$ cat config.mk
export PLATFORM = sky130hd
export DESIGN_NAME = voice_table_gain_normalizer_unit_flat
export DESIGN_NICKNAME = d
export VERILOG_FILES = /design/src/rtl/vtgn_pkg.sv /design/src/rtl/vtgn_ifs.sv /design/src/rtl/voice_table_gain_normalizer_unit.sv /design/src/rtl/vtgn_div.sv /design/src/rtl/vtgn_table.sv /design/src/flat_wrapper.sv
export SDC_FILE = /design/constraint.sdc
export NUM_CORES = 2
export LEC_CHECK = 0
export ABC_AREA = 1
export BUFFER_PORTS_ARGS = -buffer_cell sky130_fd_sc_hd__buf_4
export CORE_AREA = 5 5 327 329
export CTS_CLUSTER_SIZE = 30
export DETAILED_ROUTE_END_ITERATION = 10
export DIE_AREA = 0 0 332 334
export MAX_ROUTING_LAYER = met4
export PLACE_DENSITY = 0.85
export SLEW_MARGIN = 20
export SYNTH_ARGS = -nofsm -noshare
export SYNTH_HDL_FRONTEND = slang
export SYNTH_HIERARCHICAL = 1
export SYNTH_SLANG_ARGS = --single-unit
$ cat constraint.sdc
create_clock -name clock -period 11.4 [get_ports clock]
set_input_delay 0.57 -clock clock [delete_from_list [all_inputs] [get_ports clock]]
set_output_delay 0.57 -clock clock [all_outputs]
set_load 0.01 [all_outputs]
$ cat src/rtl/vtgn_pkg.sv
// Shared constants, command codes and control types of the voice table gain normalizer.
package vtgn_pkg;

   localparam int MAX_NOTES  = 16;
   localparam int SLOT_IDX_W = (MAX_NOTES > 1) ? $clog2(MAX_NOTES) : 1;
   localparam int CNT_W      = ($clog2(MAX_NOTES + 1) > 5) ? $clog2(MAX_NOTES + 1) : 5;

   localparam int CMD_W    = 2;
   localparam int FREQ_W   = 16;
   localparam int DUR_W    = 31;
   localparam int LEVEL_W  = 16;
   localparam int SAMP_W   = 16;
   localparam int RATE_W   = 18;
   localparam int GAIN_W   = 16;
   localparam int ACTIVE_W = 5;

   // level sum over all slots, and divider widths
   localparam int SUM_W     = LEVEL_W + CNT_W;
   localparam int NUM_W     = RATE_W + SAMP_W;
   localparam int DEN_W     = (SUM_W > RATE_W) ? SUM_W : RATE_W;
   localparam int DIV_CNT_W = $clog2(NUM_W + 1);

   localparam logic [CMD_W-1:0] CMD_ADD    = 2'd0;
   localparam logic [CMD_W-1:0] CMD_REMOVE = 2'd1;
   localparam logic [CMD_W-1:0] CMD_TICK   = 2'd2;

   localparam logic [RATE_W-1:0] RATE_RESET = 18'd48000;
   localparam logic [RATE_W-1:0] MS_SCALE   = 18'd256000;
   localparam logic [GAIN_W-1:0] GAIN_ONE   = 16'd32768;
   localparam logic [NUM_W-1:0]  GAIN_NUM   = NUM_W'(64'd1 << 30);

   typedef enum logic [2:0] {
      SLOT_OP_NONE  = 3'b001,
      SLOT_OP_WRITE = 3'b010,
      SLOT_OP_WALK  = 3'b100
   } slot_op_type;

   typedef struct packed {
      slot_op_type            op;
      logic [SLOT_IDX_W-1:0]  index;
      logic [CMD_W-1:0]       command;
      logic [FREQ_W-1:0]      frequency;
      logic [DUR_W-1:0]       note_duration;
      logic [LEVEL_W-1:0]     note_level;
      logic [NUM_W-1:0]       dec;
   } slot_ctrl_type;

   typedef struct packed {
      logic                   free_found;
      logic [SLOT_IDX_W-1:0]  free_index;
      logic                   keep;
      logic [LEVEL_W-1:0]     level;
   } slot_stat_type;

   typedef struct packed {
      logic                   start;
      logic [NUM_W-1:0]       num;
      logic [DEN_W-1:0]       den;
   } div_req_type;

   typedef struct packed {
      logic                   done;
      logic [NUM_W-1:0]       quo;
   } div_rsp_type;

endpackage

$ cat src/rtl/vtgn_ifs.sv
// Channel interfaces: command input, result output and sample rate write.
interface vtgn_req_if
   import vtgn_pkg::*;
();
   logic                 valid;
   logic                 ready;
   logic [CMD_W-1:0]     command;
   logic [FREQ_W-1:0]    frequency;
   logic [DUR_W-1:0]     note_duration;
   logic [LEVEL_W-1:0]   note_level;
   logic [SAMP_W-1:0]    elapsed_samples;

   modport source (output valid, command, frequency, note_duration, note_level,
                   elapsed_samples, input ready);
   modport sink   (input valid, command, frequency, note_duration, note_level,
                   elapsed_samples, output ready);
endinterface

interface vtgn_rsp_if
   import vtgn_pkg::*;
();
   logic                  valid;
   logic                  ready;
   logic [GAIN_W-1:0]     note_gain;
   logic [ACTIVE_W-1:0]   active_notes;
   logic                  add_dropped;

   modport source (output valid, note_gain, active_notes, add_dropped, input ready);
   modport sink   (input valid, note_gain, active_notes, add_dropped, output ready);
endinterface

interface vtgn_csr_if
   import vtgn_pkg::*;
();
   logic                 valid;
   logic                 ready;
   logic [RATE_W-1:0]    data;

   modport source (output valid, data, input ready);
   modport sink   (input valid, data, output ready);
endinterface

$ cat src/rtl/voice_table_gain_normalizer_unit.sv
// Top level: command sequencer around the slot table and the shared divider.
//
//   channel  | dir | payload
//   ---------+-----+-----------------------------------------------------------
//   req_bus  | in  | command, frequency, note_duration, note_level, elapsed_samples
//   rsp_bus  | out | note_gain, active_notes, add_dropped
//   csr_bus  | in  | data = audio rate in Hz (18 bit), reset value 48000
//
// A command is captured in ST_IDLE; add then writes a free slot in ST_WRITE, tick
// forms the product in ST_MUL and divides it in ST_DEC, remove goes straight on; all
// then walk the MAX_NOTES slots, check, divide again when the level sum exceeds 1.0,
// and output the result.
// The shared divider works one quotient bit per cycle.
// Reset is synchronous and empties the table; req_bus is ready only between commands.
// The result register holds a beat until taken; a new command may run meanwhile.
module voice_table_gain_normalizer_unit
   import vtgn_pkg::*;
(
   input  logic          clock,
   input  logic          reset,
   vtgn_req_if.sink      req_bus,
   vtgn_rsp_if.source    rsp_bus,
   vtgn_csr_if.sink      csr_bus
);

   typedef enum logic [7:0] {
      ST_IDLE  = 8'b0000_0001,
      ST_WRITE = 8'b0000_0010,
      ST_MUL   = 8'b0000_0100,
      ST_DEC   = 8'b0000_1000,
      ST_WALK  = 8'b0001_0000,
      ST_CHK   = 8'b0010_0000,
      ST_GAIN  = 8'b0100_0000,
      ST_OUT   = 8'b1000_0000
   } state_type;

   state_type               state_ff, state_in;
   logic [RATE_W-1:0]       rate_ff;
   logic [CMD_W-1:0]        cmd_ff, cmd_in;
   logic [FREQ_W-1:0]       freq_ff, freq_in;
   logic [DUR_W-1:0]        dur_ff, dur_in;
   logic [LEVEL_W-1:0]      lvl_ff, lvl_in;
   logic [SAMP_W-1:0]       samp_ff, samp_in;
   logic [NUM_W-1:0]        prod_ff, prod_in;
   logic [NUM_W-1:0]        dec_ff, dec_in;
   logic [SLOT_IDX_W-1:0]   idx_ff, idx_in;
   logic [SUM_W-1:0]        sum_ff, sum_in;
   logic [CNT_W-1:0]        cnt_ff, cnt_in;
   logic                    drop_ff, drop_in;
   logic [GAIN_W-1:0]       gain_ff, gain_in;

   logic                    rsp_valid_ff, rsp_valid_in;
   logic [GAIN_W-1:0]       rsp_gain_ff, rsp_gain_in;
   logic [ACTIVE_W-1:0]     rsp_cnt_ff, rsp_cnt_in;
   logic                    rsp_drop_ff, rsp_drop_in;

   logic [RATE_W-1:0]       rate_eff;
   slot_ctrl_type           slot_ctrl;
   slot_stat_type           slot_stat;
   div_req_type             div_req;
   div_rsp_type             div_rsp;
   logic                    req_beat;
   logic                    rsp_free;

   vtgn_table u_table (
      .clock (clock),
      .reset (reset),
      .ctrl  (slot_ctrl),
      .stat  (slot_stat)
   );

   vtgn_div u_div (
      .clock (clock),
      .reset (reset),
      .req   (div_req),
      .rsp   (div_rsp)
   );

   assign csr_bus.ready = 1'b1;
   always_ff @(posedge clock) begin
      if (reset) begin
         rate_ff <= RATE_RESET;
      end else if (csr_bus.valid) begin
         rate_ff <= csr_bus.data;
      end
   end

   assign rate_eff       = (rate_ff == '0) ? RATE_W'(1) : rate_ff;
   assign req_bus.ready  = (state_ff == ST_IDLE);
   assign req_beat       = req_bus.valid && req_bus.ready;
   assign rsp_free       = !rsp_valid_ff || rsp_bus.ready;

   always_comb begin
      slot_ctrl.op            = SLOT_OP_NONE;
      slot_ctrl.index         = idx_ff;
      slot_ctrl.command       = cmd_ff;
      slot_ctrl.frequency     = freq_ff;
      slot_ctrl.note_duration = dur_ff;
      slot_ctrl.note_level    = lvl_ff;
      slot_ctrl.dec           = dec_ff;
      div_req.start = 1'b0;
      div_req.num   = prod_ff;
      div_req.den   = DEN_W'(rate_eff);

      state_in = state_ff;
      cmd_in   = cmd_ff;
      freq_in  = freq_ff;
      dur_in   = dur_ff;
      lvl_in   = lvl_ff;
      samp_in  = samp_ff;
      prod_in  = prod_ff;
      dec_in   = dec_ff;
      idx_in   = idx_ff;
      sum_in   = sum_ff;
      cnt_in   = cnt_ff;
      drop_in  = drop_ff;
      gain_in  = gain_ff;

      rsp_valid_in = rsp_valid_ff && !rsp_bus.ready;
      rsp_gain_in  = rsp_gain_ff;
      rsp_cnt_in   = rsp_cnt_ff;
      rsp_drop_in  = rsp_drop_ff;

      case (state_ff)
         ST_IDLE: begin
            if (req_beat) begin
               cmd_in  = req_bus.command;
               freq_in = req_bus.frequency;
               dur_in  = req_bus.note_duration;
               lvl_in  = req_bus.note_level;
               samp_in = req_bus.elapsed_samples;
               dec_in  = '0;
               idx_in  = '0;
               sum_in  = '0;
               cnt_in  = '0;
               drop_in = 1'b0;
               if (req_bus.command == CMD_ADD)       state_in = ST_WRITE;
               else if (req_bus.command == CMD_TICK) state_in = ST_MUL;
               else                                  state_in = ST_WALK;
            end
         end
         ST_WRITE: begin
            if (slot_stat.free_found) begin
               slot_ctrl.op    = SLOT_OP_WRITE;
               slot_ctrl.index = slot_stat.free_index;
            end else begin
               drop_in = 1'b1;
            end
            state_in = ST_WALK;
         end
         ST_MUL: begin
            prod_in  = {{SAMP_W{1'b0}}, MS_SCALE} * {{RATE_W{1'b0}}, samp_ff};
            state_in = ST_DEC;
            // divider starts next cycle from the registered product
         end
         ST_DEC: begin
            if (div_rsp.done) begin
               dec_in   = div_rsp.quo;
               state_in = ST_WALK;
            end else if (prod_ff != '1 && idx_ff == '0 && sum_ff == '0 && !drop_ff
                         && cnt_ff == '0 && dec_ff == '0) begin
               div_req.start = 1'b1;
               drop_in       = 1'b1;   // mark divider launched; cleared below
            end
         end
         ST_WALK: begin
            slot_ctrl.op = SLOT_OP_WALK;
            drop_in      = (cmd_ff == CMD_ADD) ? drop_ff : 1'b0;
            if (slot_stat.keep) begin
               sum_in = sum_ff + SUM_W'(slot_stat.level);
               cnt_in = cnt_ff + 1'b1;
            end
            idx_in = idx_ff + 1'b1;
            if (idx_ff == SLOT_IDX_W'(MAX_NOTES - 1)) begin
               idx_in   = '0;
               state_in = ST_CHK;
            end
         end
         ST_CHK: begin
            if (sum_ff <= SUM_W'(GAIN_ONE)) begin
               gain_in  = GAIN_ONE;
               state_in = ST_OUT;
            end else begin
               div_req.start = 1'b1;
               div_req.num   = GAIN_NUM;
               div_req.den   = DEN_W'(sum_ff);
               state_in      = ST_GAIN;
            end
         end
         ST_GAIN: begin
            if (div_rsp.done) begin
               gain_in  = div_rsp.quo[GAIN_W-1:0];
               state_in = ST_OUT;
            end
         end
         ST_OUT: begin
            // hold until the result register is free
            if (rsp_free) begin
               rsp_valid_in = 1'b1;
               rsp_gain_in  = gain_ff;
               rsp_cnt_in   = cnt_ff[ACTIVE_W-1:0];
               rsp_drop_in  = drop_ff;
               state_in     = ST_IDLE;
            end
         end
         default: begin
            state_in = ST_IDLE;
         end
      endcase
   end

   always_ff @(posedge clock) begin
      cmd_ff      <= cmd_in;
      freq_ff     <= freq_in;
      dur_ff      <= dur_in;
      lvl_ff      <= lvl_in;
      samp_ff     <= samp_in;
      prod_ff     <= prod_in;
      dec_ff      <= dec_in;
      idx_ff      <= idx_in;
      sum_ff      <= sum_in;
      cnt_ff      <= cnt_in;
      drop_ff     <= drop_in;
      gain_ff     <= gain_in;
      rsp_gain_ff <= rsp_gain_in;
      rsp_cnt_ff  <= rsp_cnt_in;
      rsp_drop_ff <= rsp_drop_in;
      if (reset) begin
         state_ff     <= ST_IDLE;
         rsp_valid_ff <= 1'b0;
      end else begin
         state_ff     <= state_in;
         rsp_valid_ff <= rsp_valid_in;
      end
   end

   assign rsp_bus.valid        = rsp_valid_ff;
   assign rsp_bus.note_gain    = rsp_gain_ff;
   assign rsp_bus.active_notes = rsp_cnt_ff;
   assign rsp_bus.add_dropped  = rsp_drop_ff;

endmodule

$ cat src/rtl/vtgn_div.sv
// Shared restoring divider, one quotient bit per cycle.
module vtgn_div
   import vtgn_pkg::*;
(
   input  logic         clock,
   input  logic         reset,
   input  div_req_type  req,
   output div_rsp_type  rsp
);

   logic [NUM_W-1:0]     num_ff, num_in;
   logic [DEN_W-1:0]     den_ff, den_in;
   logic [DEN_W-1:0]     rem_ff, rem_in;
   logic [DIV_CNT_W-1:0] cnt_ff, cnt_in;
   logic                 busy_ff, busy_in;
   logic                 done_ff, done_in;
   logic [DEN_W:0]       rem_sh;
   logic                 qbit;

   always_comb begin
      rem_sh  = {rem_ff, num_ff[NUM_W-1]};
      qbit    = (rem_sh >= {1'b0, den_ff});
      num_in  = num_ff;
      den_in  = den_ff;
      rem_in  = rem_ff;
      cnt_in  = cnt_ff;
      busy_in = busy_ff;
      done_in = 1'b0;
      if (req.start) begin
         num_in  = req.num;
         den_in  = req.den;
         rem_in  = '0;
         cnt_in  = '0;
         busy_in = 1'b1;
      end else if (busy_ff) begin
         // shift the quotient bit into the dividend register
         num_in = {num_ff[NUM_W-2:0], qbit};
         rem_in = qbit ? DEN_W'(rem_sh - {1'b0, den_ff}) : rem_sh[DEN_W-1:0];
         cnt_in = cnt_ff + 1'b1;
         if (cnt_ff == DIV_CNT_W'(NUM_W - 1)) begin
            busy_in = 1'b0;
            done_in = 1'b1;
         end
      end
   end

   always_ff @(posedge clock) begin
      num_ff <= num_in;
      den_ff <= den_in;
      rem_ff <= rem_in;
      cnt_ff <= cnt_in;
      if (reset) begin
         busy_ff <= 1'b0;
         done_ff <= 1'b0;
      end else begin
         busy_ff <= busy_in;
         done_ff <= done_in;
      end
   end

   assign rsp.done = done_ff;
   assign rsp.quo  = num_ff;

endmodule

$ cat src/rtl/vtgn_table.sv
// Note slot table: valid bits, per-slot fields and the per-slot command step.
module vtgn_table
   import vtgn_pkg::*;
(
   input  logic           clock,
   input  logic           reset,
   input  slot_ctrl_type  ctrl,
   output slot_stat_type  stat
);

   logic [MAX_NOTES-1:0] valid_ff, valid_in;
   logic [FREQ_W-1:0]    freq_ff [MAX_NOTES];
   logic [DUR_W-1:0]     rem_ff  [MAX_NOTES];
   logic [LEVEL_W-1:0]   lvl_ff  [MAX_NOTES];

   logic                 free_found;
   logic [SLOT_IDX_W-1:0] free_index;
   logic                 cur_valid;
   logic [FREQ_W-1:0]    cur_freq;
   logic [DUR_W-1:0]     cur_rem;
   logic                 keep;
   logic                 rem_upd;
   logic [DUR_W-1:0]     rem_new;

   always_comb begin
      free_found = 1'b0;
      free_index = '0;
      // scan downward so the lowest free slot wins
      for (int i = MAX_NOTES - 1; i >= 0; i--) begin
         if (!valid_ff[i]) begin
            free_found = 1'b1;
            free_index = SLOT_IDX_W'(i);
         end
      end
   end

   always_comb begin
      cur_valid = valid_ff[ctrl.index];
      cur_freq  = freq_ff[ctrl.index];
      cur_rem   = rem_ff[ctrl.index];
      keep      = cur_valid;
      rem_upd   = 1'b0;
      rem_new   = cur_rem - ctrl.dec[DUR_W-1:0];
      case (ctrl.command)
         CMD_REMOVE: begin
            if (cur_valid && cur_freq == ctrl.frequency) keep = 1'b0;
         end
         CMD_TICK: begin
            if (cur_valid && cur_rem != '0) begin
               if (NUM_W'(cur_rem) <= ctrl.dec) keep = 1'b0;
               else rem_upd = 1'b1;
            end
         end
         default: begin
            keep = cur_valid;
         end
      endcase
   end

   assign stat = '{free_found: free_found, free_index: free_index, keep: keep,
                   level: lvl_ff[ctrl.index]};

   always_comb begin
      valid_in = valid_ff;
      case (ctrl.op)
         SLOT_OP_WRITE: valid_in[ctrl.index] = 1'b1;
         SLOT_OP_WALK:  valid_in[ctrl.index] = keep;
         default:       valid_in = valid_ff;
      endcase
   end

   always_ff @(posedge clock) begin
      if (reset) begin
         valid_ff <= '0;
      end else begin
         valid_ff <= valid_in;
      end
   end

   always_ff @(posedge clock) begin
      if (ctrl.op == SLOT_OP_WRITE) begin
         freq_ff[ctrl.index] <= ctrl.frequency;
         rem_ff[ctrl.index]  <= ctrl.note_duration;
         lvl_ff[ctrl.index]  <= ctrl.note_level;
      end else if (ctrl.op == SLOT_OP_WALK && rem_upd) begin
         rem_ff[ctrl.index]  <= rem_new;
      end
   end

endmodule
$ cat src/flat_wrapper.sv
// flat-port wrapper written by rule: the top's interface ports become plain ports
module voice_table_gain_normalizer_unit_flat import vtgn_pkg::*;
  (clock, reset, req_bus_valid, req_bus_command, req_bus_frequency, req_bus_note_duration, req_bus_note_level, req_bus_elapsed_samples, req_bus_ready, rsp_bus_valid, rsp_bus_note_gain, rsp_bus_active_notes, rsp_bus_add_dropped, rsp_bus_ready, csr_bus_valid, csr_bus_data, csr_bus_ready);
  vtgn_req_if req_bus_i ();
  vtgn_rsp_if rsp_bus_i ();
  vtgn_csr_if csr_bus_i ();
  input  logic clock;
  input  logic reset;
  input wire logic [$bits(req_bus_i.valid)-1:0] req_bus_valid;
  input wire logic [$bits(req_bus_i.command)-1:0] req_bus_command;
  input wire logic [$bits(req_bus_i.frequency)-1:0] req_bus_frequency;
  input wire logic [$bits(req_bus_i.note_duration)-1:0] req_bus_note_duration;
  input wire logic [$bits(req_bus_i.note_level)-1:0] req_bus_note_level;
  input wire logic [$bits(req_bus_i.elapsed_samples)-1:0] req_bus_elapsed_samples;
  output wire logic [$bits(req_bus_i.ready)-1:0] req_bus_ready;
  output wire logic [$bits(rsp_bus_i.valid)-1:0] rsp_bus_valid;
  output wire logic [$bits(rsp_bus_i.note_gain)-1:0] rsp_bus_note_gain;
  output wire logic [$bits(rsp_bus_i.active_notes)-1:0] rsp_bus_active_notes;
  output wire logic [$bits(rsp_bus_i.add_dropped)-1:0] rsp_bus_add_dropped;
  input wire logic [$bits(rsp_bus_i.ready)-1:0] rsp_bus_ready;
  input wire logic [$bits(csr_bus_i.valid)-1:0] csr_bus_valid;
  input wire logic [$bits(csr_bus_i.data)-1:0] csr_bus_data;
  output wire logic [$bits(csr_bus_i.ready)-1:0] csr_bus_ready;
  assign req_bus_i.valid = req_bus_valid;
  assign req_bus_i.command = req_bus_command;
  assign req_bus_i.frequency = req_bus_frequency;
  assign req_bus_i.note_duration = req_bus_note_duration;
  assign req_bus_i.note_level = req_bus_note_level;
  assign req_bus_i.elapsed_samples = req_bus_elapsed_samples;
  assign req_bus_ready = req_bus_i.ready;
  assign rsp_bus_valid = rsp_bus_i.valid;
  assign rsp_bus_note_gain = rsp_bus_i.note_gain;
  assign rsp_bus_active_notes = rsp_bus_i.active_notes;
  assign rsp_bus_add_dropped = rsp_bus_i.add_dropped;
  assign rsp_bus_i.ready = rsp_bus_ready;
  assign csr_bus_i.valid = csr_bus_valid;
  assign csr_bus_i.data = csr_bus_data;
  assign csr_bus_ready = csr_bus_i.ready;
  voice_table_gain_normalizer_unit u_core (.clock(clock), .reset(reset), .req_bus(req_bus_i), .rsp_bus(rsp_bus_i), .csr_bus(csr_bus_i));
endmodule
==> impl_results.md <==
* CTS tree: yes
* IO Count at around 130
* Routed WL at roughly 160000 µm
* PD cells at around 290 nW/µm²
* Status: completed
* Switching fraction of total power at 43.1%
* Lkg Pwr at between 0.02 and 0.03 µW
* Cell Area, Synth at ~62000 µm²
* Design Power at 19900 µW
* Busiest metal layer after global routing: met2
* Final GP Congestion at 0.949
* Avg Inst Size Synth at 10.1 µm²
* Largest net degree at the start of global routing at ~130
* Initial core utilization at ~60%
* Internal at 11300 µW
* H-Tree Depth at 4
* Final net count at roughly 6600
* Switching power at roughly 8600 µW
* Fin crit share at 73.3%
* Share of post-route cells with drive strength above 1 at a little under 8%
* Met2 Track Usage GR at between 40% and 50%
* Worst-margin pin slew at 1.20 ns
* FMAX at around 0.12 GHz
* Crit-path max FO at 31
* Final hold viol count at 0
* Primary FF master, synth: edfxtp_1
* M3 GR Usage at under 10%
* RSZ-0062 raised after global routing: false
* Clock sinks at between 1000 and 1500
* Root buffer cell: clkbuf_16
* Clock power share at between 20% and 30%
* GRT overflow at 0
* Num rows at between 100 and 150
* Dpl cells at between 7000 and 8000
* Largest cells by area after synthesis: edfxtp_1, nand2_1, inv_1
* Vias in the first global route at 43900
* Most frequent CP cell: nand2_1
* Data required time at the worst endpoint at ~12 ns
* Critical Path AT at slightly below 9 ns
* I/O Buffers at approximately 130
* Fin util at 67.2%
* CP endpoint kind: flip-flop
* Post-synth cell types at 54
* Initial DRT Pass Iterations at 6
* Number of synthesized flops with an enable pin at around 1300
* Layout Cells excl Fill at 7766
* Clock Path Buffers at 3
* Worst min path class: in2reg
* #FFs+latches synth at 1342
* Final min period at 8.35 ns
* Via count at ~45000
* Post-synth top area share at between 60% and 70%
* Synth cell count leaders: nand2_1, edfxtp_1, inv_1, nor2_1, a21oi_1
* Routing usage on met1 at approximately 40%
* Global-route wire length before repair at ~250000 µm
* Setup violations, final at 0
* Critical path's slowest cell: nand2_1
* Max-cap viol count at 0
* Number of remaining DRC errors at 0
* Clock latency on the worst-skew pair at around 0.77 ns
* Die H at 334 µm
* Slew HR at between 10% and 20%
* Die X at around 330 µm
* Routed wire per std cell at 21.1 µm
* Yosys top cell by area: edfxtp_1
* CTS clock-pin slew for the worst setup and hold paths at roughly 0.06 ns
* Ys async rst share at 0%
* Die area at around 110000 µm²
* Global Route Usage Sum at around 30%
* Initial antenna violation count at 2
* CTS resizes at 0
* Worst Setup Start Kind: flip-flop
* DRT antenna net count at 0
* CTS Buf Count at about 130
* Postcts setup bufs at 0
* Combinational power share at a little under half
* Area growth from synthesis to layout at 12.3%
* Worst VDD drop at ~0.00044 V
* Top-count cell post-synth: nand2_1
* Worst setup path class: reg2reg
* Reg power frac at 32.5%
* Detailed Route Iter0 Violations at around 6000
* Share of the yosys chip area belonging to registers at between 60 and 70%
* Setup Total Neg Slack at 0 ns
* Hold buffer count at CTS at a little over 70
* CP max stage delay at 0.83 ns
* Fin. max-slew vios at 0
* Synth Warn # at 6
* Post-DP HPWL at around 98000 µm
* Post-synthesis cell count at ~6100
* Fin Clk Skew at ~0.030 ns
* Vias per cell at between 5 and 6
* Core footprint at between 100000 and 150000 µm²
[final cells by class]
type	count	area (µm²)
Clock buffer	165	3470
Clock inverter	74	734
Fill cell	7088	33800
Antenna cell	1	2.50
Tap cell	1380	1730
Inverter	528	2000
Multi-Input combinational cell	4003	19500
Timing Repair Buffer	273	2330
Sequential cell	1342	39600
[worst max-delay path, delay by kind of cell (launching register included)]
family / cells / cell delay (ns)
DFF: 1 / 0.39
buffers and inverters: 8 / 2.60
adders and majority gates: 2 / 0.66
and+or+nand+nor: 15 / 3.45
AOI/OAI and AO/OA: 1 / 0.82
[flip-flops by register name, summed over array words and instances (netlist names), 18 cells and up]
signal / count
u_core/dec_ff: 34
u_core/dur_ff: 31
u_core/prod_ff: 23
u_core/rate_ff: 18
u_core/sum_ff: 21
u_core/u_div/den_ff: 21
u_core/u_div/num_ff: 34
u_core/u_div/rem_ff: 21
u_core/u_table/freq_ff: 256
u_core/u_table/lvl_ff: 256
u_core/u_table/rem_ff: 496
[metal layers]
metal  up-vias  wire (µm)
met5         -          0
met4         0       6850
met3       460      18800
met2      2849      76700
met1     21500      61900
li1      20600          -
[power by group through the flow]
stage | sequential (µW) | clock (µW) | combinational [µW]
final | 6450 | 4250 | 9150
after global routing | 6480 | 4520 | 10100
after CTS | 6450 | 4290 | 8870
after detailed placement | 6550 | 0 | 8750
after global placement | 6530 | 0 | 8600
after floorplan | 6420 | 0 | 6140
[through the flow]
step	setup WS [ns]	hold slack [ns]	instance area (µm²)
floorplan	5.30	0.400	61800
global placement	3.22	0.406	64300
detailed placement	3.15	0.406	64300
CTS	3.02	0.00526	69200
global route	2.44	0.00573	69400
finish	3.05	0.0360	69400
[path summary, 6_finish.rpt]
kind | start | end | slack (ns) | depth (start not counted)
hold reg to reg | u_core/gain_ff[5]$_SDFFCE_PP0P_ | u_core/rsp_bus.note_gain[5]$_DFFE_PP_ | 0.42 | 0
setup reg to reg | u_core/u_table/valid_ff[12]$_SDFFE_PP0P_ | u_core/u_table/rem_ff[6][20]$_DFFE_PP_ | 3.05 | 26
hold / removal | req_bus_note_duration[9] | u_core/dur_ff[9]$_DFFE_PP_ | 0.04 | 1
setup / recovery | u_core/u_table/valid_ff[12]$_SDFFE_PP0P_ | u_core/u_table/rem_ff[6][20]$_DFFE_PP_ | 3.05 | 26
[logic make-up (layout without fill, tap and decap cells)]
logic type	after synthesis	in the layout	synth area share (%)
buffers and inverters	749	1040	4.87
multiplexers	2	2	0.0324
AND/OR/NAND/NOR	3194	3194	20.5
XOR/XNOR	57	57	0.808
other	2	13	0.0122
flip-flops	1342	1342	64.1
AO/OA/AOI/OAI	552	552	5.22
adder cells (fa/ha/maj)	186	186	4.44
[cell usage in the layout (no fill, tap or decap), types with 5 or more instances in the layout]
master	netlist	final
dfxtp_1	72	72
nor2_1	354	317
o22ai_1	6	6
o21ai_0	130	122
inv_1	506	506
inv_2	16	13
clkbuf_1	116	31
clkinvlp_4	0	6
clkbuf_16	0	134
nor2_2	10	11
nand3_1	194	194
nand2_1	2514	2514
xor2_1	29	29
nand4_1	22	22
nand2_2	11	11
bufinv_16	0	8
dlygate4sd3_1	0	72
or4_1	16	16
inv_6	0	6
nor2_4	4	40
nand3b_1	11	11
clkinv_2	0	19
nand3_2	11	11
edfxtp_1	1270	1270
conb_1	2	12
o21ai_1	25	30
xnor2_1	28	28
ha_1	131	131
buf_4	10	193
a31oi_1	9	9
fa_1	55	55
clkinv_1	6	27
o21bai_1	25	25
a22oi_1	128	128
a21o_1	5	5
a21oi_1	208	207
clkinv_8	0	5
nor3_1	29	28
No activity file was read; power rests on OpenSTA's default activity.
